==> src/float_add_sub_mul_div_unit_defines.svh <==
// Assertion macros shared by the arithmetic unit.
`ifndef FLOAT_ADD_SUB_MUL_DIV_UNIT_DEFINES_SVH
`define FLOAT_ADD_SUB_MUL_DIV_UNIT_DEFINES_SVH

// Implication checked on every rising clock edge outside reset.
`define FAU_ASSERT_IMPL(label, lhs, rhs, msg) \
  label: assert property (@(posedge clk) disable iff (!rst_n) (lhs) |-> (rhs)) \
    else $error(msg);

// Next-cycle implication checked outside reset.
`define FAU_ASSERT_NEXT(label, lhs, rhs, msg) \
  label: assert property (@(posedge clk) disable iff (!rst_n) (lhs) |=> (rhs)) \
    else $error(msg);

`endif

==> src/fau_pkg.sv <==
// Package with shared types and constants of the arithmetic unit.
package fau_pkg;

  localparam int unsigned QuotW = 26;

  typedef enum logic [1:0] {
    OP_ADD = 2'd0,
    OP_SUB = 2'd1,
    OP_MUL = 2'd2,
    OP_DIV = 2'd3
  } fau_op_t;

  // Sign and exponent side band that travels with the divider.
  typedef struct packed {
    logic       sign;
    logic [7:0] exp_keep;
    logic [7:0] exp_less;
    logic       less;
  } fau_div_side_t;

endpackage

==> src/fau_if.sv <==
// Valid/ready channel interfaces of the arithmetic unit.
interface fau_in_if;
  logic        valid;
  logic        ready;
  logic [1:0]  kind;
  logic [31:0] operand_a;
  logic [31:0] operand_b;
  modport source (output valid, kind, operand_a, operand_b, input ready);
  modport sink (input valid, kind, operand_a, operand_b, output ready);
endinterface

interface fau_out_if;
  logic        valid;
  logic        ready;
  logic [31:0] result;
  modport source (output valid, result, input ready);
  modport sink (input valid, result, output ready);
endinterface

==> src/fau_div_stage.sv <==
// One pipelined restoring-division step over two quotient bits.
module fau_div_stage
  import fau_pkg::*;
(
  input  logic        clk,
  input  logic        en,
  input  logic [24:0] rem_i,
  input  logic [23:0] den_i,
  input  logic [47:0] num_i,
  input  logic [25:0] quot_i,
  output logic [24:0] rem_o,
  output logic [23:0] den_o,
  output logic [47:0] num_o,
  output logic [25:0] quot_o
);

  logic [25:0] t0;
  logic [24:0] r0;
  logic [25:0] t1;
  logic [24:0] r1;
  logic        q0;
  logic        q1;

  // Two shift-compare-subtract steps; the remainder stays below the divisor.
  always_comb begin
    t0 = {rem_i, num_i[47]};
    q0 = (t0 >= {2'b00, den_i});
    r0 = q0 ? 25'(t0 - {2'b00, den_i}) : t0[24:0];
    t1 = {r0, num_i[46]};
    q1 = (t1 >= {2'b00, den_i});
    r1 = q1 ? 25'(t1 - {2'b00, den_i}) : t1[24:0];
  end

  always_ff @(posedge clk) begin
    if (en) begin
      rem_o  <= r1;
      den_o  <= den_i;
      num_o  <= {num_i[45:0], 2'b00};
      quot_o <= {quot_i[QuotW-3:0], q0, q1};
    end
  end

endmodule

==> src/fau_addsub.sv <==
// Combinational add/subtract datapath split across the unit pipeline.
module fau_addsub
  import fau_pkg::*;
(
  input  logic [31:0] a,
  input  logic [31:0] b,
  input  logic        negate_b,
  output logic        sign_o,
  output logic [8:0]  inc_o,
  output logic [24:0] sum_o
);

  logic        sa;
  logic        sb;
  logic [7:0]  ea;
  logic [7:0]  eb;
  logic [23:0] fa;
  logic [23:0] fb;
  logic        a_big;
  logic [7:0]  diff;
  logic [23:0] sha;
  logic [23:0] shb;
  logic [24:0] big;
  logic [24:0] sml;

  // Align the smaller operand and add or subtract in 25 bits.
  always_comb begin
    sa    = a[31];
    sb    = b[31] ^ negate_b;
    ea    = a[30:23];
    eb    = b[30:23];
    fa    = {1'b1, a[22:0]};
    fb    = {1'b1, b[22:0]};
    a_big = (a[30:0] > b[30:0]);
    diff  = (ea > eb) ? 8'(ea - eb) : 8'(eb - ea);
    sha   = (ea != 8'd0) ? (fa >> diff) : 24'd0;
    shb   = (eb != 8'd0) ? (fb >> diff) : 24'd0;
    big   = {1'b0, a_big ? fa : fb};
    sml   = {1'b0, a_big ? shb : sha};
    sign_o = a_big ? sa : sb;
    inc_o  = 9'({1'b0, a_big ? ea : eb} + 9'd1);
    sum_o  = (sa != sb) ? 25'(big - sml) : 25'(big + sml);
  end

endmodule

==> src/float_add_sub_mul_div_unit.sv <==
// Top level: pipelined single-precision add, subtract, multiply and divide.
// Throughput: one request per cycle unless the output stalls; the 12-stage radix-4 divider pipe sets depth.
// A stall freezes all stages together; the output register holds the result.
// Reset (synchronous, active low) clears all valid bits; payload is not reset.
module float_add_sub_mul_div_unit
  import fau_pkg::*;
(
  input  logic      clk,
  input  logic      rst_n,
  fau_in_if.sink    in_ch,
  fau_out_if.source out_ch
);

`include "float_add_sub_mul_div_unit_defines.svh"

  localparam int unsigned Depth = 15;
  localparam int unsigned DivSt = 12;

  logic              en;
  logic [Depth-1:0]  vld_r;
  fau_op_t           op_r [Depth];
  logic [31:0]       res_r [2:Depth-1];

  // Stage 1 registers.
  logic [31:0] a1_r, b1_r;
  // Add/sub intermediate.
  logic        as_sign;
  logic [8:0]  as_inc;
  logic [24:0] as_sum;
  logic        as_sign_r;
  logic [8:0]  as_inc_r;
  logic [24:0] as_sum_r;
  // Multiply partial products.
  logic [25:0] hh_r;
  logic [23:0] hl_r, lh_r;
  logic [8:0]  me0_r;
  logic        mnz_r, msign_r;
  // Divider pipe.
  logic [24:0] rem [DivSt+1];
  logic [23:0] den [DivSt+1];
  logic [47:0] num [DivSt+1];
  logic [25:0] quo [DivSt+1];
  fau_div_side_t side_d;
  fau_div_side_t side_r [1:DivSt];

  assign en          = out_ch.ready || !out_ch.valid;
  assign in_ch.ready = en;
  assign out_ch.valid = vld_r[Depth-1];
  assign out_ch.result = res_r[Depth-1];

  // Valid bits move with the data.
  always_ff @(posedge clk) begin
    if (!rst_n) begin
      vld_r <= '0;
    end else if (en) begin
      vld_r <= {vld_r[Depth-2:0], in_ch.valid};
    end
  end

  // Stage 0 to 1: capture operands.
  always_ff @(posedge clk) begin
    if (en) begin
      op_r[0] <= fau_op_t'(in_ch.kind);
      a1_r    <= in_ch.operand_a;
      b1_r    <= in_ch.operand_b;
    end
  end

  fau_addsub u_addsub (
    .a        (a1_r),
    .b        (b1_r),
    .negate_b (op_r[0] == OP_SUB),
    .sign_o   (as_sign),
    .inc_o    (as_inc),
    .sum_o    (as_sum)
  );

  // Stage 1 to 2: align-add and multiplier partial products; divider setup.
  always_ff @(posedge clk) begin
    if (en) begin
      op_r[1]   <= op_r[0];
      as_sign_r <= as_sign;
      as_inc_r  <= as_inc;
      as_sum_r  <= as_sum;
      hh_r      <= 26'({1'b1, a1_r[22:11]} * {1'b1, b1_r[22:11]});
      hl_r      <= 24'({1'b1, a1_r[22:11]} * b1_r[10:0]);
      lh_r      <= 24'(a1_r[10:0] * {1'b1, b1_r[22:11]});
      me0_r     <= 9'({1'b0, a1_r[30:23]} + {1'b0, b1_r[30:23]} + 9'd129);
      mnz_r     <= (a1_r[30:23] != 8'd0) && (b1_r[30:23] != 8'd0);
      msign_r   <= a1_r[31] ^ b1_r[31];
    end
  end

  // Divider input: quotient bits come from the shifted 48-bit dividend.
  logic        dless;
  logic [8:0]  de1;
  logic [8:0]  de2;
  logic [47:0] dnum;
  always_comb begin
    dless = a1_r[22:0] < b1_r[22:0];
    de1 = 9'({1'b0, a1_r[30:23]} + 9'd383 - {1'b0, b1_r[30:23]});
    de2 = 9'(de1 - 9'd1);
  end

  assign dnum   = dless ? {1'b1, a1_r[22:0], 24'd0} : {1'b0, 1'b1, a1_r[22:0], 23'd0};
  // The upper dividend half is always below the divisor, so it seeds the remainder
  // and only the lower half needs division steps.
  assign rem[0] = {1'b0, dnum[47:24]};
  assign den[0] = {1'b1, b1_r[22:0]};
  assign num[0] = {dnum[23:0], 24'd0};
  assign quo[0] = 26'd0;
  always_comb begin
    side_d.sign     = a1_r[31] ^ b1_r[31];
    side_d.less     = dless;
    side_d.exp_keep = (de1[8] && a1_r[30:23] != 8'd0) ? de1[7:0] : 8'd0;
    side_d.exp_less = (de1[8] && a1_r[30:23] != 8'd0) ? de2[7:0] : 8'd0;
  end

  for (genvar g = 0; g < DivSt; g++) begin : g_div
    fau_div_stage u_stage (
      .clk    (clk),
      .en     (en),
      .rem_i  (rem[g]),
      .den_i  (den[g]),
      .num_i  (num[g]),
      .quot_i (quo[g]),
      .rem_o  (rem[g+1]),
      .den_o  (den[g+1]),
      .num_o  (num[g+1]),
      .quot_o (quo[g+1])
    );
    if (g == 0) begin : g_first
      always_ff @(posedge clk) begin
        if (en) begin
          side_r[1] <= side_d;
        end
      end
    end else begin : g_next
      always_ff @(posedge clk) begin
        if (en) begin
          side_r[g+1] <= side_r[g];
        end
      end
    end
  end

  // Stage 2 to 3: normalize the sum and finish the product.
  logic [4:0]  lz;
  logic        lz_none;
  logic [24:0] norm;
  logic [8:0]  ae;
  logic [31:0] as_res;
  logic [25:0] prod;
  logic        top;
  logic [8:0]  me1;
  logic [7:0]  mey;
  logic [31:0] mul_res;
  always_comb begin
    lz = 5'd0;
    lz_none = 1'b1;
    for (int i = 24; i >= 0; i--) begin
      if (lz_none && as_sum_r[i]) begin
        lz = 5'(24 - i);
        lz_none = 1'b0;
      end
    end
    norm = lz_none ? 25'd0 : 25'(as_sum_r << lz);
    ae   = 9'(as_inc_r - {4'd0, lz});
    as_res = {as_sign_r, (lz_none || ae[8]) ? 8'd0 : ae[7:0], norm[23:1]};
    prod = 26'(hh_r + {13'd0, hl_r[23:11]} + {13'd0, lh_r[23:11]} + 26'd2);
    top  = prod[25];
    me1  = 9'(me0_r + 9'd1);
    mey  = (me0_r[8] && mnz_r) ? (top ? me1[7:0] : me0_r[7:0]) : 8'd0;
    mul_res = {msign_r, mey, top ? prod[24:2] : prod[23:1]};
  end

  always_ff @(posedge clk) begin
    if (en) begin
      op_r[2]  <= op_r[1];
      res_r[2] <= (op_r[1] == OP_MUL) ? mul_res : as_res;
    end
  end

  // Carry add/sub/mul results to the output register; divide results join after the last divider stage.
  for (genvar k = 3; k < Depth; k++) begin : g_delay
    always_ff @(posedge clk) begin
      if (en) begin
        op_r[k]  <= op_r[k-1];
        res_r[k] <= (k == DivSt + 1 && op_r[k-1] == OP_DIV) ?
                    {side_r[DivSt].sign,
                     side_r[DivSt].less ? side_r[DivSt].exp_less : side_r[DivSt].exp_keep,
                     quo[DivSt][22:0]} : res_r[k-1];
      end
    end
  end

  // The pipe never advances while a waiting result is stalled.
  `FAU_ASSERT_NEXT(a_hold, out_ch.valid && !out_ch.ready, out_ch.valid && $stable(out_ch.result), "stalled result changed")
  `FAU_ASSERT_IMPL(a_ready, out_ch.valid && !out_ch.ready, !in_ch.ready, "input taken during stall")
  `FAU_ASSERT_NEXT(a_flow, in_ch.ready && !in_ch.valid, !vld_r[0], "bubble became valid")

endmodule
==> src/flat_wrapper.sv <==
// flat-port wrapper written by rule: the top's interface ports become plain ports
module float_add_sub_mul_div_unit_flat import fau_pkg::*;
  (clk, rst_n, in_ch_valid, in_ch_kind, in_ch_operand_a, in_ch_operand_b, in_ch_ready, out_ch_valid, out_ch_result, out_ch_ready);
  fau_in_if in_ch_i ();
  fau_out_if out_ch_i ();
  input  logic clk;
  input  logic rst_n;
  input wire logic [$bits(in_ch_i.valid)-1:0] in_ch_valid;
  input wire logic [$bits(in_ch_i.kind)-1:0] in_ch_kind;
  input wire logic [$bits(in_ch_i.operand_a)-1:0] in_ch_operand_a;
  input wire logic [$bits(in_ch_i.operand_b)-1:0] in_ch_operand_b;
  output wire logic [$bits(in_ch_i.ready)-1:0] in_ch_ready;
  output wire logic [$bits(out_ch_i.valid)-1:0] out_ch_valid;
  output wire logic [$bits(out_ch_i.result)-1:0] out_ch_result;
  input wire logic [$bits(out_ch_i.ready)-1:0] out_ch_ready;
  assign in_ch_i.valid = in_ch_valid;
  assign in_ch_i.kind = in_ch_kind;
  assign in_ch_i.operand_a = in_ch_operand_a;
  assign in_ch_i.operand_b = in_ch_operand_b;
  assign in_ch_ready = in_ch_i.ready;
  assign out_ch_valid = out_ch_i.valid;
  assign out_ch_result = out_ch_i.result;
  assign out_ch_i.ready = out_ch_ready;
  float_add_sub_mul_div_unit u_core (.clk(clk), .rst_n(rst_n), .in_ch(in_ch_i), .out_ch(out_ch_i));
endmodule
==> config.mk <==
export PLATFORM = sky130hd
export DESIGN_NAME = float_add_sub_mul_div_unit_flat
export DESIGN_NICKNAME = d
export VERILOG_FILES = /design/src/fau_pkg.sv /design/src/fau_if.sv /design/src/fau_div_stage.sv /design/src/fau_addsub.sv /design/src/float_add_sub_mul_div_unit.sv /design/src/flat_wrapper.sv
export VERILOG_INCLUDE_DIRS = /design/src /design/src/src
export SDC_FILE = /design/constraint.sdc
export NUM_CORES = 2
export LEC_CHECK = 0
export ABC_AREA = 1
export BUFFER_PORTS_ARGS = -buffer_cell sky130_fd_sc_hd__buf_2
export CORE_MARGIN = 2
export CORE_UTILIZATION = 67
export CTS_CLUSTER_DIAMETER = 80
export DETAILED_ROUTE_END_ITERATION = 8
export PLACE_DENSITY = 0.84
export SYNTH_ARGS = -nofsm -noshare
export SYNTH_HDL_FRONTEND = slang
export SYNTH_SLANG_ARGS = --single-unit
export TNS_END_PERCENT = 50
==> constraint.sdc <==
create_clock -name clk -period 102.1 [get_ports clk]
set_input_delay 5.105 -clock clk [delete_from_list [all_inputs] [get_ports clk]]
set_output_delay 5.105 -clock clk [all_outputs]
set_load 0.02 [all_outputs]
# Word level (Yosys, flattened, before mapping)
# Memories as Yosys holds them, arrays and structs flattened.
# Index checks and enable logic that the tools add are counted.
# W data, S select, Z words.
dict set report totals {
  reg_bits 1003
  latch_bits 0
  ram_bits 662
  mem_bits_ro 0
  inputBits 70
  out_inout_bits 34
  word_cells 262
  mem_count 3
}
dict set report classes {
  add_sub_neg 38
  multipliers 3
  n_div 0
  n_lt_le_gt_ge 27
  n_eq_ne 4
  shift 3
  muxes 93
  n_bitwise 2
  reduce_logical 32
}
# name depth width read_ports rd_ports_with_merged_regs write_ports line_no
set memory_table {}
lappend memory_table {u_core.res_r 13 32 13 0 13 float_add_sub_mul_div_unit.sv:22} ;# logic [31:0] res_r [2:Depth-1];
lappend memory_table {u_core.side_r 12 18 12 0 12 float_add_sub_mul_div_unit.sv:44} ;# fau_div_side_t side_r [1:DivSt];
lappend memory_table {u_core.op_r 15 2 14 0 15 float_add_sub_mul_div_unit.sv:21} ;# fau_op_t op_r [Depth];
# op count
set op_table {}
lappend op_table {{$mux W25} 24}
lappend op_table {{$ge A26 B24 Y1} 23}
lappend op_table {{$sub A25 B24 Y25} 23}
lappend op_table {{$mux W24} 4}
lappend op_table {{$mux W32} 2}
lappend op_table {{$mux W8} 8}
lappend op_table {{$add A26 B13 Y26} 2}
lappend op_table {{$mux W48} 1}
lappend op_table {{$shr A24 B8 Y24} 2}
lappend op_table {{$mux W23} 2}
lappend op_table {{$mux W5} 9}
lappend op_table {{$mux W4} 8}
lappend op_table {{$gt A31 B31 Y1} 1}
lappend op_table {{$mux W1} 29}
lappend op_table {{$logic_and A1 B1 Y1} 27}
lappend op_table {{$add A26 B2 Y26 const B} 1}
lappend op_table {{$mul A13 B13 Y26} 1}
lappend op_table {{$add A24 B24 Y25} 1}
lappend op_table {{$ge A25 B24 Y1} 1}
lappend op_table {{$shl A25 B5 Y24} 1}
lappend op_table {{$sub A24 B24 Y25} 1}
lappend op_table {{$mul A11 B13 Y24} 1}
lappend op_table {{$mul A13 B11 Y24} 1}
lappend op_table {{$lt A23 B23 Y1} 1}
lappend op_table {{19 further kinds} 28}

# Depth between registers and ports, before layout
dict set report depth {
  depth_word 53
  mapped_depth 53
  ltp_nobuf 49
}

# By module
# A second synthesis with hierarchy kept.
dict set report unflattened {
  hier_cells 15049
  area_unflattened_um2 140348.4
}
# mod n_inst cells_per_inst area_each_um2 seq_area_each_um2
set by_module_without_submodules {}
lappend by_module_without_submodules {{fau_div_stage (u_core.g_div[0].u_stage ...)} 11 844 7427.1 3633.5}
lappend by_module_without_submodules {float_add_sub_mul_div_unit 1 3704 44813.0 24893.9}
lappend by_module_without_submodules {{fau_div_stage (u_core.g_div[1].u_stage)} 1 859 7591.0 3633.5}
lappend by_module_without_submodules {fau_addsub 1 1202 6246.0 0.0}

# Worst setup path after synthesis
# OpenSTA, ideal clock, no wires.
dict set report synth_path {
  path_type {input -> output}
  from {input port out_ch_ready}
  to {output port in_ch_ready}
  arrival_time_ps 45566
  required_time_ps 96995
  setup_slack_ps 51429
  stages 3
  n_path_buf 1
  path_cell_list {nor2_1 > inv_1 > buf_1}
}
dict set report synth_via {
  elab_chain_cells 1
}
# item line_no
set synth_lines {}
lappend synth_lines {{start, declared} flat_wrapper.sv:15} ;# input wire logic [$bits(out_ch_i.ready)-1:0] out_ch_ready;
lappend synth_lines {{$logic_or A1 B1 Y1} float_add_sub_mul_div_unit.sv:46} ;# assign en = out_ch.ready || !out_ch.valid;
lappend synth_lines {{end, declared} flat_wrapper.sv:12} ;# output wire logic [$bits(in_ch_i.ready)-1:0] in_ch_ready;
# No other way between the ends.

# Worst setup path in the final report
# Ends and elaborated chain as after synthesis.

==> qor.txt <==
Peak Freq -> 83.4 MHz
CTS sink count -> 1506
max-cap viol count -> 0
fraction of layout cells with a size suffix above 1 -> 0.0511
WP buf/inv -> 3
Slew Viols, Final -> 0
period utilisation layout -> 0.117
Synth top area share -> 0.445
synth top area cells -> edfxtp_1, ha_1, nand2_1
hold buffers post-CTS -> 0
max incr delay on CP -> 0.84 ns
outcome -> finished, final reports clean
total track usage -> 0.325
die area -> 153000 µm²
setup tns final -> 0 ns
CP Cell Sequence -> buf_2 > nor2_1 > inv_8 > buf_2
routed vias/inst -> 5.90
end of the worst hold path -> u_core.side_r[0][121]$_DFFE_PP_
CTS tree -> yes
Inst Count DP -> 12440
crit-path most repeated cell -> buf_2
Layout Area Growth over Synthesis -> 7.25%
Avg Inst Size Synth -> 9.53 µm²
1st-pass router iterations -> 9
critical path class -> input pin to primary output
Die Span X -> 391 µm
drt initial violations -> 7430
number of fill cells -> 10630
Yosys reg bits -> 1506
slowest CP cell -> nor2_1
sequential share of the synthesized area -> 0.448
Final #Nets -> 11848
largest net degree at the start of global routing -> 200
Core Rows -> 142
worst path required time -> 96.99 ns
Post-synth EDFFs -> 1491
worst min path class -> flop to flop
Layout Utilization -> 0.722
post-synthesis instance total -> 10551
Num CTS Buffers -> 154
first-pass GRT wire length -> 391000 µm
Syn Std Cell Area -> 101000 µm²
routability cong. -> 0.972
Worst Path Max Fanout -> 93
Cells on Worst Hold Path -> 0
# DRC -> 0
PortBufs -> 103
Yosys warnings -> 0
R2R cell count -> 47
routed len/inst -> 19.5 µm
H-tree lvl count -> 4
CP Depth -> 4
reg2reg end -> u_core.g_div[0].u_stage.rem_o[23]$_DFFE_PP_
Core ar. -> 149000 µm²
post-cts gate resize count -> 0
asr flop ratio synth -> 0
cell accounting for the most synthesized area -> edfxtp_1
detailed placement HPWL -> 183000 µm
Netlist cell types -> 74
worst clock skew -> 0.0442 ns
syn nets -> 11819
Worst-Skew Late Latency -> 0.80 ns
initial antenna violation count -> 8
Setup crit end kind -> primary output
Reg clk slew, reported paths -> 0.07 ns
Final ANT Viol Nets -> 0
Final setup violation count -> 0
vias post-DR -> 75036
WP data arrival -> 6.88 ns
min-delay src -> u_core.side_r[0][103]$_DFFE_PP_
crit-path leading delay family -> buffers and inverters
startpoint types -> input pin
Initial Util -> 0.673
worst reg2reg startpoint -> u_core.b1_r[6]$_DFFE_PP_
total gr overflow -> 0
Max-slew headroom -> 0.179
final hold violation count -> 0
worst slew pin tran -> 1.23 ns
vias in the first global route -> 74008
Root Driver -> clkbuf_16
routed wire length -> 248000 µm
Final Critical Period -> 11.99 ns
Bufs on Longest Clock Path -> 3
Synth Flop Type -> edfxtp_1
final std cells w/o fill -> 12724
I/O pins -> 104
final hold slack -> 0.402 ns
Register-to-Register Setup Slack -> 92.27 ns
setup bufs post-CTS -> 0
RSZ-0062 raised after global routing -> no
Die Y -> 391 µm
## flip-flops by register name, indices dropped and copies added (netlist names)
register / count
u_core.res_r: 416
u_core.g_div.u_stage.rem_o: 275
u_core.g_div.u_stage.den_o: 253
u_core.side_r: 216
u_core.g_div.u_stage.quot_o: 144
u_core.a1_r: 32
u_core.b1_r: 32
u_core.hh_r: 26
u_core.op_r: 26
u_core.as_sum_r: 25
u_core.vld_r: 15
u_core.hl_r: 13
u_core.lh_r: 13
u_core.as_inc_r: 9
u_core.me0_r: 9
u_core.as_sign_r: 1
u_core.mnz_r: 1
## layer usage
layer	wire (µm)	global-route usage	vias to the layer above	part of all wire
met5	20	0	-	0.000081
met4	13600	0.163	4	0.055
met3	19400	0.0559	811	0.078
met2	116000	0.534	3159	0.47
met1	98600	0.418	35336	0.40
li1	-	-	35726	-
## cell families after synthesis
logic type               count (synthesis)  synth area share
adder cells (fa/ha/maj)               1198             0.175
buffers and inverters                 1714            0.0662
flip-flops                            1506             0.448
XOR/XNOR                               668            0.0584
AO/OA/AOI/OAI                         1808            0.0988
AND/OR/NAND/NOR                       3654             0.152
multiplexers                             3          0.000336
## final cells by class
type / count / area (µm²) / share of cell area
multi-input combinational: 7331 / 48800 / 0.453
sequential: 1506 / 45100 / 0.418
inverter: 1400 / 5270 / 0.0488
clock buffer: 181 / 4040 / 0.0375
tap: 2016 / 2520 / 0.0234
timing repair buffer: 187 / 1170 / 0.0109
clock inverter: 101 / 927 / 0.00860
antenna: 2 / 5.00 / 0.0000464
## metrics by stage
step	cell area [µm²]	worst slack [ns]
2_1_floorplan	101000	51.43
3_3_place_gp	103000	90.19
3_5_place_dp	103000	90.12
4_1_cts	108000	90.13
5_1_grt	108000	89.93
6_report	108000	90.11
## cell usage in the layout (no fill, tap or decap), drive strengths merged, types with 26 or more instances in the layout
master and n:
nor4 26, ha 845, xnor2 312, a31oi 30, nor3 60, o21bai 35
o211ai 26, fa 353, a21oi 789, xor2 356, nand3 566, edfxtp 1491
inv 1407, o21ai 737, clkinv 76, nand2 2417, a21boi 61, nand4 151
a21o 30, clkbuf 181, buf 187, nor2 390
## synthesized netlist by cell type, types with 11 or more instances
master	instances
nor4_1	26
a21boi_0	24
o21ai_1	118
inv_1	1378
xnor2_1	312
nand3b_1	18
clkbuf_1	206
nor2_1	373
xor2_1	355
buf_4	15
a31oi_1	29
o21bai_1	32
or2_2	14
inv_2	17
nand3_1	557
o21a_1	18
nand2_1	2396
dfxtp_1	15
o21ai_2	12
fa_1	353
nand4_1	150
o31ai_1	17
nor3_1	55
a21boi_1	30
buf_2	64
a21oi_1	781
o211ai_1	25
buf_1	15
a221oi_1	25
nand2_2	18
edfxtp_1	1491
a21o_1	30
o221ai_1	15
buf_6	11
ha_1	845
o21ai_0	606
## worst max path at each step
stage / from / end
floorplan: out_ch_ready / in_ch_ready
global placement: out_ch_ready / in_ch_ready
detailed placement: out_ch_ready / in_ch_ready
CTS: out_ch_ready / in_ch_ready
global route: out_ch_ready / in_ch_ready
finish: out_ch_ready / in_ch_ready
## worst reg2reg max path, delay by kind of cell, from the launching register on
family | cells | cell delay (ns)
AO/OA/AOI/OAI | 21 | 3.74
adder cells (fa/ha/maj) | 3 | 1.06
buffers and inverters | 4 | 1.20
flip-flops | 1 | 0.93
AND/OR/NAND/NOR | 19 | 2.64
Power is left out: the tool's default activity adds up to more than one toggle a clock period on the data nets, which glitch-free logic cannot reach.
